**src/rtl/core/multiplexed_clock_display_driver_assert.svh**
```systemverilog
// assertion macros for the multiplexed clock display driver
// expects signals named clk and rst in the module that uses them
`ifndef MULTIPLEXED_CLOCK_DISPLAY_DRIVER_ASSERT_SVH
`define MULTIPLEXED_CLOCK_DISPLAY_DRIVER_ASSERT_SVH

// same-cycle implication
`define MCDD_ASSERT_IMPL(name, ante, cons, msg) \
  name: assert property (@(posedge clk) disable iff (rst) (ante) |-> (cons)) \
    else $error(msg);

// next-cycle implication
`define MCDD_ASSERT_NEXT(name, ante, cons, msg) \
  name: assert property (@(posedge clk) disable iff (rst) (ante) |=> (cons)) \
    else $error(msg);

`endif

```
**src/rtl/core/mcdd_pkg.sv**
```systemverilog
// types, constants and small decode functions for the clock display driver
// no dependencies
`timescale 1ns / 1ps
`default_nettype none

package mcdd_pkg;

  localparam int NUM_TIMERS = 5;
  localparam int IMG_ROWS   = 8;
  localparam int SHOWN_DIGITS = 4;

  // register indexes, also timer numbers
  localparam logic [2:0] REG_DIGIT_SCAN = 3'd0;
  localparam logic [2:0] REG_BLINK      = 3'd1;
  localparam logic [2:0] REG_CLOCK      = 3'd2;
  localparam logic [2:0] REG_ROW_SCAN   = 3'd3;
  localparam logic [2:0] REG_ROTATE     = 3'd4;

  localparam logic [15:0] PERIOD_RESET [NUM_TIMERS] = '{
    16'd100, 16'd500, 16'd1000, 16'd2, 16'd100
  };

  localparam logic [7:0] IMAGE_RESET [IMG_ROWS] = '{
    8'hE7, 8'hC3, 8'h99, 8'h99, 8'h81, 8'h81, 8'h99, 8'h99
  };

  localparam logic [4:0] HOURS_RESET   = 5'd15;
  localparam logic [5:0] MINUTES_RESET = 6'd8;
  localparam logic [5:0] SECONDS_RESET = 6'd50;

  typedef logic [15:0] period_t;

  // tens digit of a value below 64
  function automatic logic [2:0] tens_of(input logic [5:0] v);
    logic [2:0] t;
    begin
      if (v >= 6'd60) t = 3'd6;
      else if (v >= 6'd50) t = 3'd5;
      else if (v >= 6'd40) t = 3'd4;
      else if (v >= 6'd30) t = 3'd3;
      else if (v >= 6'd20) t = 3'd2;
      else if (v >= 6'd10) t = 3'd1;
      else t = 3'd0;
      return t;
    end
  endfunction

  // units digit of a value below 64
  function automatic logic [3:0] units_of(input logic [5:0] v);
    logic [5:0] r;
    begin
      r = v - 6'(tens_of(v)) * 6'd10;
      return r[3:0];
    end
  endfunction

  // common-anode segment code, digits above 9 show 9
  function automatic logic [6:0] seg_code(input logic [3:0] d);
    logic [7:0] c;
    begin
      case (d)
        4'd0: c = 8'hC0;
        4'd1: c = 8'hF9;
        4'd2: c = 8'hA4;
        4'd3: c = 8'hB0;
        4'd4: c = 8'h99;
        4'd5: c = 8'h92;
        4'd6: c = 8'h82;
        4'd7: c = 8'hF8;
        4'd8: c = 8'h80;
        default: c = 8'h90;
      endcase
      return c[6:0];
    end
  endfunction

endpackage

`default_nettype wire

```
**src/rtl/core/mcdd_timer.sv**
```systemverilog
// one countdown timer: fires when it runs out and reloads from its period
// depends on mcdd_pkg
`timescale 1ns / 1ps
`default_nettype none

module mcdd_timer
  import mcdd_pkg::*;
(
  input  wire logic    clk,
  input  wire logic    rst,
  input  wire period_t init,
  input  wire period_t period,
  input  wire logic    step,
  output logic         fire
);

  period_t count;

  assign fire = (count <= 16'd1);

  always_ff @(posedge clk) begin
    if (rst) begin
      count <= init;
    end else if (step) begin
      count <= fire ? period : count - 16'd1;
    end
  end

endmodule

`default_nettype wire

```
**src/rtl/core/multiplexed_clock_display_driver.sv**
```systemverilog
// a result is registered and valid in the cycle after its item is accepted
// throughput: one item per cycle unless stalled; all state updates in one pass to the result register
// the input is stalled only while a finished result waits and the output is stalled
// reset: synchronous, active high; periods, timers, clock, image and pins return
// to their start values at once, no clearing pass
`timescale 1ns / 1ps
`default_nettype none
`include "multiplexed_clock_display_driver_assert.svh"

module multiplexed_clock_display_driver
  import mcdd_pkg::*;
#(
  parameter int DIGIT_COUNT = 4,
  parameter int MATRIX_ROWS = 8
) (
  input  wire logic        clk,
  input  wire logic        rst,
  input  wire logic        s_axis_tvalid,
  output logic             s_axis_tready,
  input  wire logic [7:0]  s_axis_tdata,  // tick
  output logic             m_axis_tvalid,
  input  wire logic        m_axis_tready,
  // digit_enable_n, segments_n, dot_led, red_led, row_enable_n, column_drive,
  // clock_hour, clock_minute, clock_second
  output logic [47:0]      m_axis_tdata,
  input  wire logic        psel,
  input  wire logic        penable,
  input  wire logic        pwrite,
  input  wire logic [4:0]  paddr,
  input  wire logic [31:0] pwdata,
  output logic [31:0]      prdata,
  output logic             pready
);

  localparam int DPW = (DIGIT_COUNT > 1) ? $clog2(DIGIT_COUNT) : 1;
  localparam int RPW = (MATRIX_ROWS > 1) ? $clog2(MATRIX_ROWS) : 1;

  period_t          period [NUM_TIMERS];
  logic [NUM_TIMERS-1:0] fire;
  logic             accept, step;
  logic [2:0]       reg_idx;

  logic [DPW-1:0]   digit_pointer, digit_pointer_next;
  logic [RPW-1:0]   row_pointer, row_pointer_next;
  logic [4:0]       hours, hours_next;
  logic [5:0]       minutes, minutes_next;
  logic [5:0]       seconds, seconds_next;
  logic [7:0]       row_image [IMG_ROWS];

  logic [3:0]       digit_en, digit_en_next;
  logic [6:0]       seg, seg_next;
  logic             dot, dot_next, red, red_next;
  logic [7:0]       row_en, row_en_next;
  logic [7:0]       col, col_next;

  logic [DPW+2:0]   dp_ext;
  logic [RPW+3:0]   rp_ext;
  logic [3:0]       digit_val;

  assign accept        = s_axis_tvalid && s_axis_tready;
  assign s_axis_tready = !m_axis_tvalid || m_axis_tready;
  assign step          = accept && s_axis_tdata[0];
  assign reg_idx       = paddr[4:2];
  assign pready        = 1'b1;

  // period registers
  always_ff @(posedge clk) begin
    if (rst) begin
      for (int i = 0; i < NUM_TIMERS; i++) period[i] <= PERIOD_RESET[i];
    end else if (psel && penable && pwrite && pready) begin
      case (reg_idx)
        REG_DIGIT_SCAN: period[REG_DIGIT_SCAN] <= pwdata[15:0];
        REG_BLINK:      period[REG_BLINK]      <= pwdata[15:0];
        REG_CLOCK:      period[REG_CLOCK]      <= pwdata[15:0];
        REG_ROW_SCAN:   period[REG_ROW_SCAN]   <= pwdata[15:0];
        REG_ROTATE:     period[REG_ROTATE]     <= pwdata[15:0];
        default: ;
      endcase
    end
  end

  always_comb begin
    case (reg_idx)
      REG_DIGIT_SCAN: prdata = {16'd0, period[REG_DIGIT_SCAN]};
      REG_BLINK:      prdata = {16'd0, period[REG_BLINK]};
      REG_CLOCK:      prdata = {16'd0, period[REG_CLOCK]};
      REG_ROW_SCAN:   prdata = {16'd0, period[REG_ROW_SCAN]};
      REG_ROTATE:     prdata = {16'd0, period[REG_ROTATE]};
      default:        prdata = 32'd0;
    endcase
  end

  for (genvar t = 0; t < NUM_TIMERS; t++) begin : g_timer
    mcdd_timer u_timer (
      .clk    (clk),
      .rst    (rst),
      .init   (PERIOD_RESET[t]),
      .period (period[t]),
      .step   (step),
      .fire   (fire[t])
    );
  end

  // next state for one tick
  always_comb begin
    digit_en_next      = digit_en;
    seg_next           = seg;
    dot_next           = dot;
    red_next           = red;
    row_en_next        = row_en;
    col_next           = col;
    digit_pointer_next = digit_pointer;
    row_pointer_next   = row_pointer;
    hours_next         = hours;
    minutes_next       = minutes;
    seconds_next       = seconds;
    dp_ext             = (DPW + 3)'(digit_pointer);
    rp_ext             = (RPW + 4)'(row_pointer);

    case (dp_ext[1:0])
      2'd0:    digit_val = 4'(tens_of({1'b0, hours}));
      2'd1:    digit_val = units_of({1'b0, hours});
      2'd2:    digit_val = 4'(tens_of(minutes));
      default: digit_val = units_of(minutes);
    endcase

    if (step && fire[REG_DIGIT_SCAN]) begin
      digit_en_next = 4'hF;
      seg_next      = 7'h7F;
      if (dp_ext < (DPW + 3)'(SHOWN_DIGITS)) begin
        digit_en_next = 4'hF & ~(4'b0001 << dp_ext[1:0]);
        seg_next      = seg_code(digit_val);
      end
      digit_pointer_next = (digit_pointer == DPW'(DIGIT_COUNT - 1)) ?
                           '0 : digit_pointer + 1'b1;
    end

    if (step && fire[REG_BLINK]) begin
      dot_next = !dot;
      red_next = !red;
    end

    if (step && fire[REG_CLOCK]) begin
      seconds_next = seconds + 6'd1;
      if (seconds_next >= 6'd60) begin
        seconds_next = 6'd0;
        minutes_next = minutes + 6'd1;
      end
      if (minutes_next >= 6'd60) begin
        minutes_next = 6'd0;
        hours_next   = hours + 5'd1;
      end
      if (hours_next >= 5'd24) hours_next = 5'd0;
    end

    if (step && fire[REG_ROW_SCAN]) begin
      row_en_next = 8'hFF;
      col_next    = 8'hFF;
      if (rp_ext < (RPW + 4)'(IMG_ROWS)) begin
        row_en_next = 8'hFF & ~(8'b0000_0001 << rp_ext[2:0]);
        col_next    = row_image[rp_ext[2:0]];
      end
      row_pointer_next = (row_pointer == RPW'(MATRIX_ROWS - 1)) ?
                         '0 : row_pointer + 1'b1;
    end
  end

  always_ff @(posedge clk) begin
    if (rst) begin
      digit_pointer <= '0;
      row_pointer   <= '0;
      hours         <= HOURS_RESET;
      minutes       <= MINUTES_RESET;
      seconds       <= SECONDS_RESET;
      for (int i = 0; i < IMG_ROWS; i++) row_image[i] <= IMAGE_RESET[i];
      digit_en      <= 4'd0;
      seg           <= 7'd0;
      dot           <= 1'b0;
      red           <= 1'b0;
      row_en        <= 8'd0;
      col           <= 8'd0;
      m_axis_tvalid <= 1'b0;
    end else begin
      if (accept) begin
        digit_pointer <= digit_pointer_next;
        row_pointer   <= row_pointer_next;
        hours         <= hours_next;
        minutes       <= minutes_next;
        seconds       <= seconds_next;
        digit_en      <= digit_en_next;
        seg           <= seg_next;
        dot           <= dot_next;
        red           <= red_next;
        row_en        <= row_en_next;
        col           <= col_next;
        if (step && fire[REG_ROTATE]) begin
          for (int i = 0; i < IMG_ROWS; i++) begin
            row_image[i] <= {row_image[i][0], row_image[i][7:1]};
          end
        end
        m_axis_tvalid <= 1'b1;
      end else if (m_axis_tready) begin
        m_axis_tvalid <= 1'b0;
      end
    end
  end

  // result register, payload only
  always_ff @(posedge clk) begin
    if (accept) begin
      m_axis_tdata <= {2'b00, seconds_next, minutes_next, hours_next, col_next,
                       row_en_next, red_next, dot_next, seg_next, digit_en_next};
    end
  end

  `MCDD_ASSERT_IMPL(a_ready_when_free, !m_axis_tvalid, s_axis_tready,
                    "input stalled while result register is free")
  `MCDD_ASSERT_NEXT(a_result_follows, accept, m_axis_tvalid,
                    "accepted item produced no result")
  `MCDD_ASSERT_IMPL(a_time_range, 1'b1,
                    seconds < 6'd60 && minutes < 6'd60 && hours < 5'd24,
                    "clock time out of range")
  `MCDD_ASSERT_NEXT(a_no_tick_holds_time, accept && !s_axis_tdata[0],
                    $stable(seconds) && $stable(minutes) && $stable(hours),
                    "item without tick changed the clock")

endmodule

`default_nettype wire

```
**config.mk**
```make
export PLATFORM = sky130hd
export DESIGN_NAME = multiplexed_clock_display_driver
export DESIGN_NICKNAME = d
export VERILOG_FILES = /design/src/rtl/core/mcdd_pkg.sv /design/src/rtl/core/mcdd_timer.sv /design/src/rtl/core/multiplexed_clock_display_driver.sv
export VERILOG_INCLUDE_DIRS = /design/src /design/src/rtl/core
export SDC_FILE = /design/constraint.sdc
export NUM_CORES = 1
export LEC_CHECK = 0
export BUFFER_PORTS_ARGS = -buffer_cell sky130_fd_sc_hd__buf_2
export CELL_PAD_IN_SITES_DETAIL_PLACEMENT = 0
export CELL_PAD_IN_SITES_GLOBAL_PLACEMENT = 1
export CORE_MARGIN = 1
export CORE_UTILIZATION = 27
export CTS_CLUSTER_SIZE = 12
export DETAILED_ROUTE_END_ITERATION = 6
export PLACE_DENSITY = 0.56
export SLEW_MARGIN = 20
export SYNTH_ARGS = -nofsm -noshare
export SYNTH_HDL_FRONTEND = slang
export SYNTH_SLANG_ARGS = --single-unit
```
**constraint.sdc**
```tcl
create_clock -name clk -period 5.05 [get_ports clk]
set_input_delay 1.01 -clock clk [delete_from_list [all_inputs] [get_ports clk]]
set_output_delay 1.01 -clock clk [all_outputs]
set_load 0.005 [all_outputs]
```
## Yosys cells after proc, flatten, opt, wreduce, memory -nomap -nowiden

Memories as Yosys holds them, arrays and structs flattened. A register that Yosys moved wholly into a read port is not among the register bits.
Cells that the tools add are included.

| word-level totals | value |
|---|---|
| flip-flop bits (word level) | 178 |
| memory bits (writable) | 144 |
| ROM bits | 112 |
| input port bits | 52 |
| output and inout bits | 83 |
| logic and storage cells | 181 |
| memories | 3 |

Memory list:

| name | words | width | read ports | clocked after memory_dff | write ports | line | text |
|---|---|---|---|---|---|---|---|
| (name not given) | 16 | 7 | 1 | 0 | 0 | mcdd_pkg.sv:61 | `case (d)` |
| period | 5 | 16 | 5 | 0 | 5 | multiplexed_clock_display_driver.sv:38 | `period_t period [NUM_TIMERS];` |
| row_image | 8 | 8 | 9 | 1 | 8 | multiplexed_clock_display_driver.sv:48 | `logic [7:0] row_image [IMG_ROWS];` |

| operators by class | value |
|---|---|
| add/subtract/negate cells | 12 |
| multiply operators | 2 |
| magnitude comparators | 20 |
| eq/ne operators | 8 |
| shift operators | 2 |
| muxes and demuxes | 82 |
| bitwise logic cells | 15 |
| reductions and logical operators | 19 |

Operator list:

| operator | number |
|---|---|
| $mux 16 | 10 |
| $le 16x1->1 const B | 5 |
| $mux 8 | 10 |
| $pmux 16 s5 | 1 |
| $sub 16x1->16 const B | 5 |
| $mux 6 | 6 |
| $mux 3 | 11 |
| $mux 1 | 32 |
| $ge 6x6->1 const B | 5 |
| $mux 5 | 4 |
| $ge 5x6->1 const B | 3 |
| $ge 5x5->1 const B | 3 |
| $or 1x1->1 | 13 |
| $add 6x1->6 const B | 2 |
| $ge 6x5->1 const B | 2 |
| $pmux 4 s3 | 1 |
| $mux 2 | 5 |
| $logic_and 1x1->1 | 9 |
| $not 8->8 | 1 |
| $shl 1x3->8 const A | 1 |
| $sub 4x4->4 | 2 |
| $mux 7 | 1 |
| $eq 3x2->1 const B | 2 |
| $eq 3x3->1 const B | 2 |
| other kinds (19) | 24 |

## Longest topological paths before layout

An unclocked memory read counts as a cell.

| logic depth | value |
|---|---|
| depth in word-level cells | 13 |
| depth in mapped cells | 13 |
| gate-level depth less buffers | 12 |

## Hierarchy

Synthesis repeated with hierarchy kept, for this count alone.

| second synthesis, totals | value |
|---|---|
| cells, all modules | 1500 |
| area, all modules | 17296.6 µm² |

Modules (own cells, without submodules):

| module | instances | cells an instance | area each (µm²) |
|---|---|---|---|
| multiplexed_clock_display_driver | 1 | 825 | 10746.6 |
| mcdd_timer | 5 | 135 | 1310.0 |

## Worst setup path before layout

OpenSTA, ideal clock, no wires.

| path | value |
|---|---|
| path type | input to register |
| from | input m_axis_tready |
| to | memory row_image[0][0], enable pin |
| library setup time | 0.689 ns |
| arrival time | 3.225 ns |
| data required time | 4.361 ns |
| slack | 1.136 ns |
| stages on the path | 7 |
| buffers on the path | 3 |
| cells stage by stage | nand2b_1 and3_1 clkbuf_1 nand2_1 clkbuf_1 clkbuf_1 nand2_1 |

RTL lines:

| item | line | text |
|---|---|---|
| start: declaration | multiplexed_clock_display_driver.sv:22 | `input wire logic m_axis_tready,` |
| end: declaration | multiplexed_clock_display_driver.sv:48 |  |

## Worst setup path in the final report

| path | value |
|---|---|
| from | input paddr[3] |
| to | output prdata[2] |

| between the ends | value |
|---|---|
| word-level cells in the longest chain between the ends | 2 |

RTL lines:

| item | line | text |
|---|---|---|
| start: declaration | multiplexed_clock_display_driver.sv:29 | `input wire logic [4:0] paddr,` |
| $eq 3x3->1, or another cell as far along | multiplexed_clock_display_driver.sv:83 | `case (reg_idx)` |
| $pmux 16 s5 * | multiplexed_clock_display_driver.sv:83 |  |
| end: declaration | multiplexed_clock_display_driver.sv:31 | `output logic [31:0] prdata,` |

Every way passes the cells marked *; elsewhere a longest branch is shown, timed or not.

==> flow_summary.json <==
{
  "cp-end-kind": "output pin",
  "wirelength_um": 40790,
  "cts_max_path_buffers": 3,
  "clock_skew_ps": 20.80,
  "fp.dieW_um": 241.6,
  "hold_ws_ps": 456.6,
  "antenna_found_initial": 0,
  "ctsHtreeMaxLevel": 2,
  "worstPathMaxFanout": 36,
  "route.detailed.drc": 0,
  "grt_use_total_pct": 13.84,
  "grt_pass1_wl_um": 64060,
  "grt_max_degree": 65,
  "layout_common_cells": "edfxtp_1, nand2_1, dfxtp_1, nor2_1, a21oi_1",
  "setup_viol": 0,
  "cts_num_sinks": 325,
  "postSynth.asyncResetShare_pct": 0,
  "initialDrtViolationCount": 745,
  "cts_root_buf": "clkbuf_16",
  "synth_cell_types": 80,
  "post_cts_buffers": 0,
  "hold_path.class": "flip-flop to flip-flop",
  "drv_slew": 0,
  "row_count": 87,
  "place_congestion": 0.7965,
  "start_kind": "input port",
  "synth_edf_count": 190,
  "layout_commonest_cell": "edfxtp_1",
  "slowest_delay_ps": 670,
  "tritoncts": "yes",
  "initial_core_util_pct": 27.38,
  "crit_buf_inv": 3,
  "fp.dieArea_um2": 58370,
  "vdd_ir_drop_max_v": 0.0002031,
  "ys_seq_area_share_pct": 54.25,
  "p_per_area_nw_per_um2": 340.7,
  "crit_chain": "buf_2 -> nor2b_1 -> buf_4 -> a21oi_1 -> o22ai_1 -> buf_2",
  "arrival_ps": 2840,
  "syn_inst": 1492,
  "num_io_pins": 135,
  "crit_top_cell": "buf_2",
  "dp_hpwl_um": 28000,
  "rsz0062_at_grt": "no",
  "holdBufCountCts": 0,
  "yosysTopAreaCell": "edfxtp_1",
  "nets": 1637,
  "port_buffers": 90,
  "vias": 11335,
  "numCtsBuffers": 39,
  "synth_area_per_cell_um2": 10.39,
  "crit_type": "input port to output pin",
  "area_growth_pct": 15.08,
  "status": "finished clean",
  "core_area_um2": 56600,
  "leakage_uw": 0.006200,
  "grt_pass1_vias": 11000,
  "tns_ps": 0,
  "cpLargestDelayFamily": "buffers and inverters",
  "post-route-period-util_pct": 76.32,
  "synth_top_area_share_pct": 36.81,
  "synth_seq_cells": 325,
  "wl_per_cell_um": 17.44,
  "critPathRequiredTime_ps": 4040,
  "synth_area_leaders": "edfxtp_1, dfxtp_1, nand2_1",
  "fill_cells": 5897,
  "syn_area_um2": 15500,
  "grt_overflow_total": 0,
  "yosys_warnings": 0,
  "tightest_slew_ps": 1015,
  "drive_gt1_share_pct": 14.72,
  "die_height_um": 241.6,
  "max_freq_mhz": 259.5,
  "min_period_ps": 3854,
  "viasPerCell": 4.846,
  "hold_viol_final": 0,
  "post_cts_resize_count": 0,
  "antenna_left": 0,
  "clk_latency_ps": 560,
  "clk_pin_slew_ps": 50,
  "synth_ff_type": "edfxtp_1",
  "drtPass1Iterations": 5,
  "slowest_stage": "buf_2",
  "p_total_uw": 6078,
  "maxCapViolations": 0,
  "finalCoreUtilization_pct": 31.51,
  "antennaDiodeCount": 0,
  "slew_headroom_pct": 31.78
}
cell families after synthesis:
family | count (synthesis) | share of synthesized area [%]
AO/OA/AOI/OAI | 361 | 14.41
flip-flops | 325 | 54.25
buffers and inverters | 143 | 4.319
adder cells (fa/ha/maj) | 34 | 2.825
XOR/XNOR | 13 | 0.7346
AND/OR/NAND/NOR | 554 | 18.21
multiplexers | 60 | 5.207
other | 2 | 0.04845
sequential cells by signal, indices dropped and copies added (netlist names), named ones only:
signal,count
digit_pointer,2
minutes,6
seg,7
g_timer.u_timer.count,80
seconds,6
row_pointer,3
hours,5
row_en,8
m_axis_tvalid,1
m_axis_tdata,46
period,80
red,1
digit_en,4
col,8
row_image,64
dot,1
worst min-delay path: stages, from the launching register on:
cell	delay (ps)
dfxtp_1	290
nand2_1	60
a21oi_1	50
cells in the mapped netlist, drive strengths merged, types with 13 or more instances:
cell type and instances:
a211oi 21, a21oi 102, a31oi 27, and2 76
buf 46, clkbuf 63, dfxtp 135, edfxtp 190
ha 31, inv 34, mux2i 39, mux4 16
nand2 137, nand2b 26, nand3 36, nor2 126
nor2b 15, nor3 35, o211ai 13, o21ai 95
o22ai 28, o31ai 16, or2 17, or3 36
per-layer routing:
layer	vias to the layer above	part of all wire (%)	GRT usage [%]
met5	-	0	0
met4	0	2.2	4.215
met3	62	4.6	2.475
met2	236	44	21.12
met1	5484	49	19.79
li1	5553	-	-
per-stage QoR:
stage                     cells  setup WS (ps)  cell area (µm²)
after floorplan            1509           1136            15560
after global placement     2267           1237            16620
after detailed placement   2267           1248            16620
after CTS                  2339           1250            17830
after global routing       2339          969.7            17840
final                      2339           1196            17840
area by class of cell:
class	count	area, µm²	area share (%)
Tap cell	756	945.9	5.303
Inverter	34	127.6	0.7155
Multi-Input combinational cell	1041	6521	36.56
Clock inverter	22	142.6	0.7997
Clock buffer	50	1069	5.990
Timing Repair Buffer	111	623.1	3.493
Sequential cell	325	8408	47.14
final timing paths:
kind / startpoint / depth (start not counted) / end / slack (ps)
hold reg to reg: seg[2]$_SDFFE_PP0P_ / 2 / seg[2]$_SDFFE_PP0P_ / 460
setup reg to reg: g_timer[4].u_timer.count[2]$_SDFFE_PP1P_ / 7 / row_image[2][2]$_SDFFCE_PN0P_ / 1330
setup / recovery: paddr[3] / 6 / prdata[2] / 1200
hold / removal: seg[2]$_SDFFE_PP0P_ / 2 / seg[2]$_SDFFE_PP0P_ / 460
power by group:
| group | switching (µW) | internal [µW] |
|---|---|---|
| Clock | 1140 | 1550 |
| Combinational | 255 | 147 |
| Sequential | 83.5 | 2910 |
No activity file was read; power rests on OpenSTA's default activity.
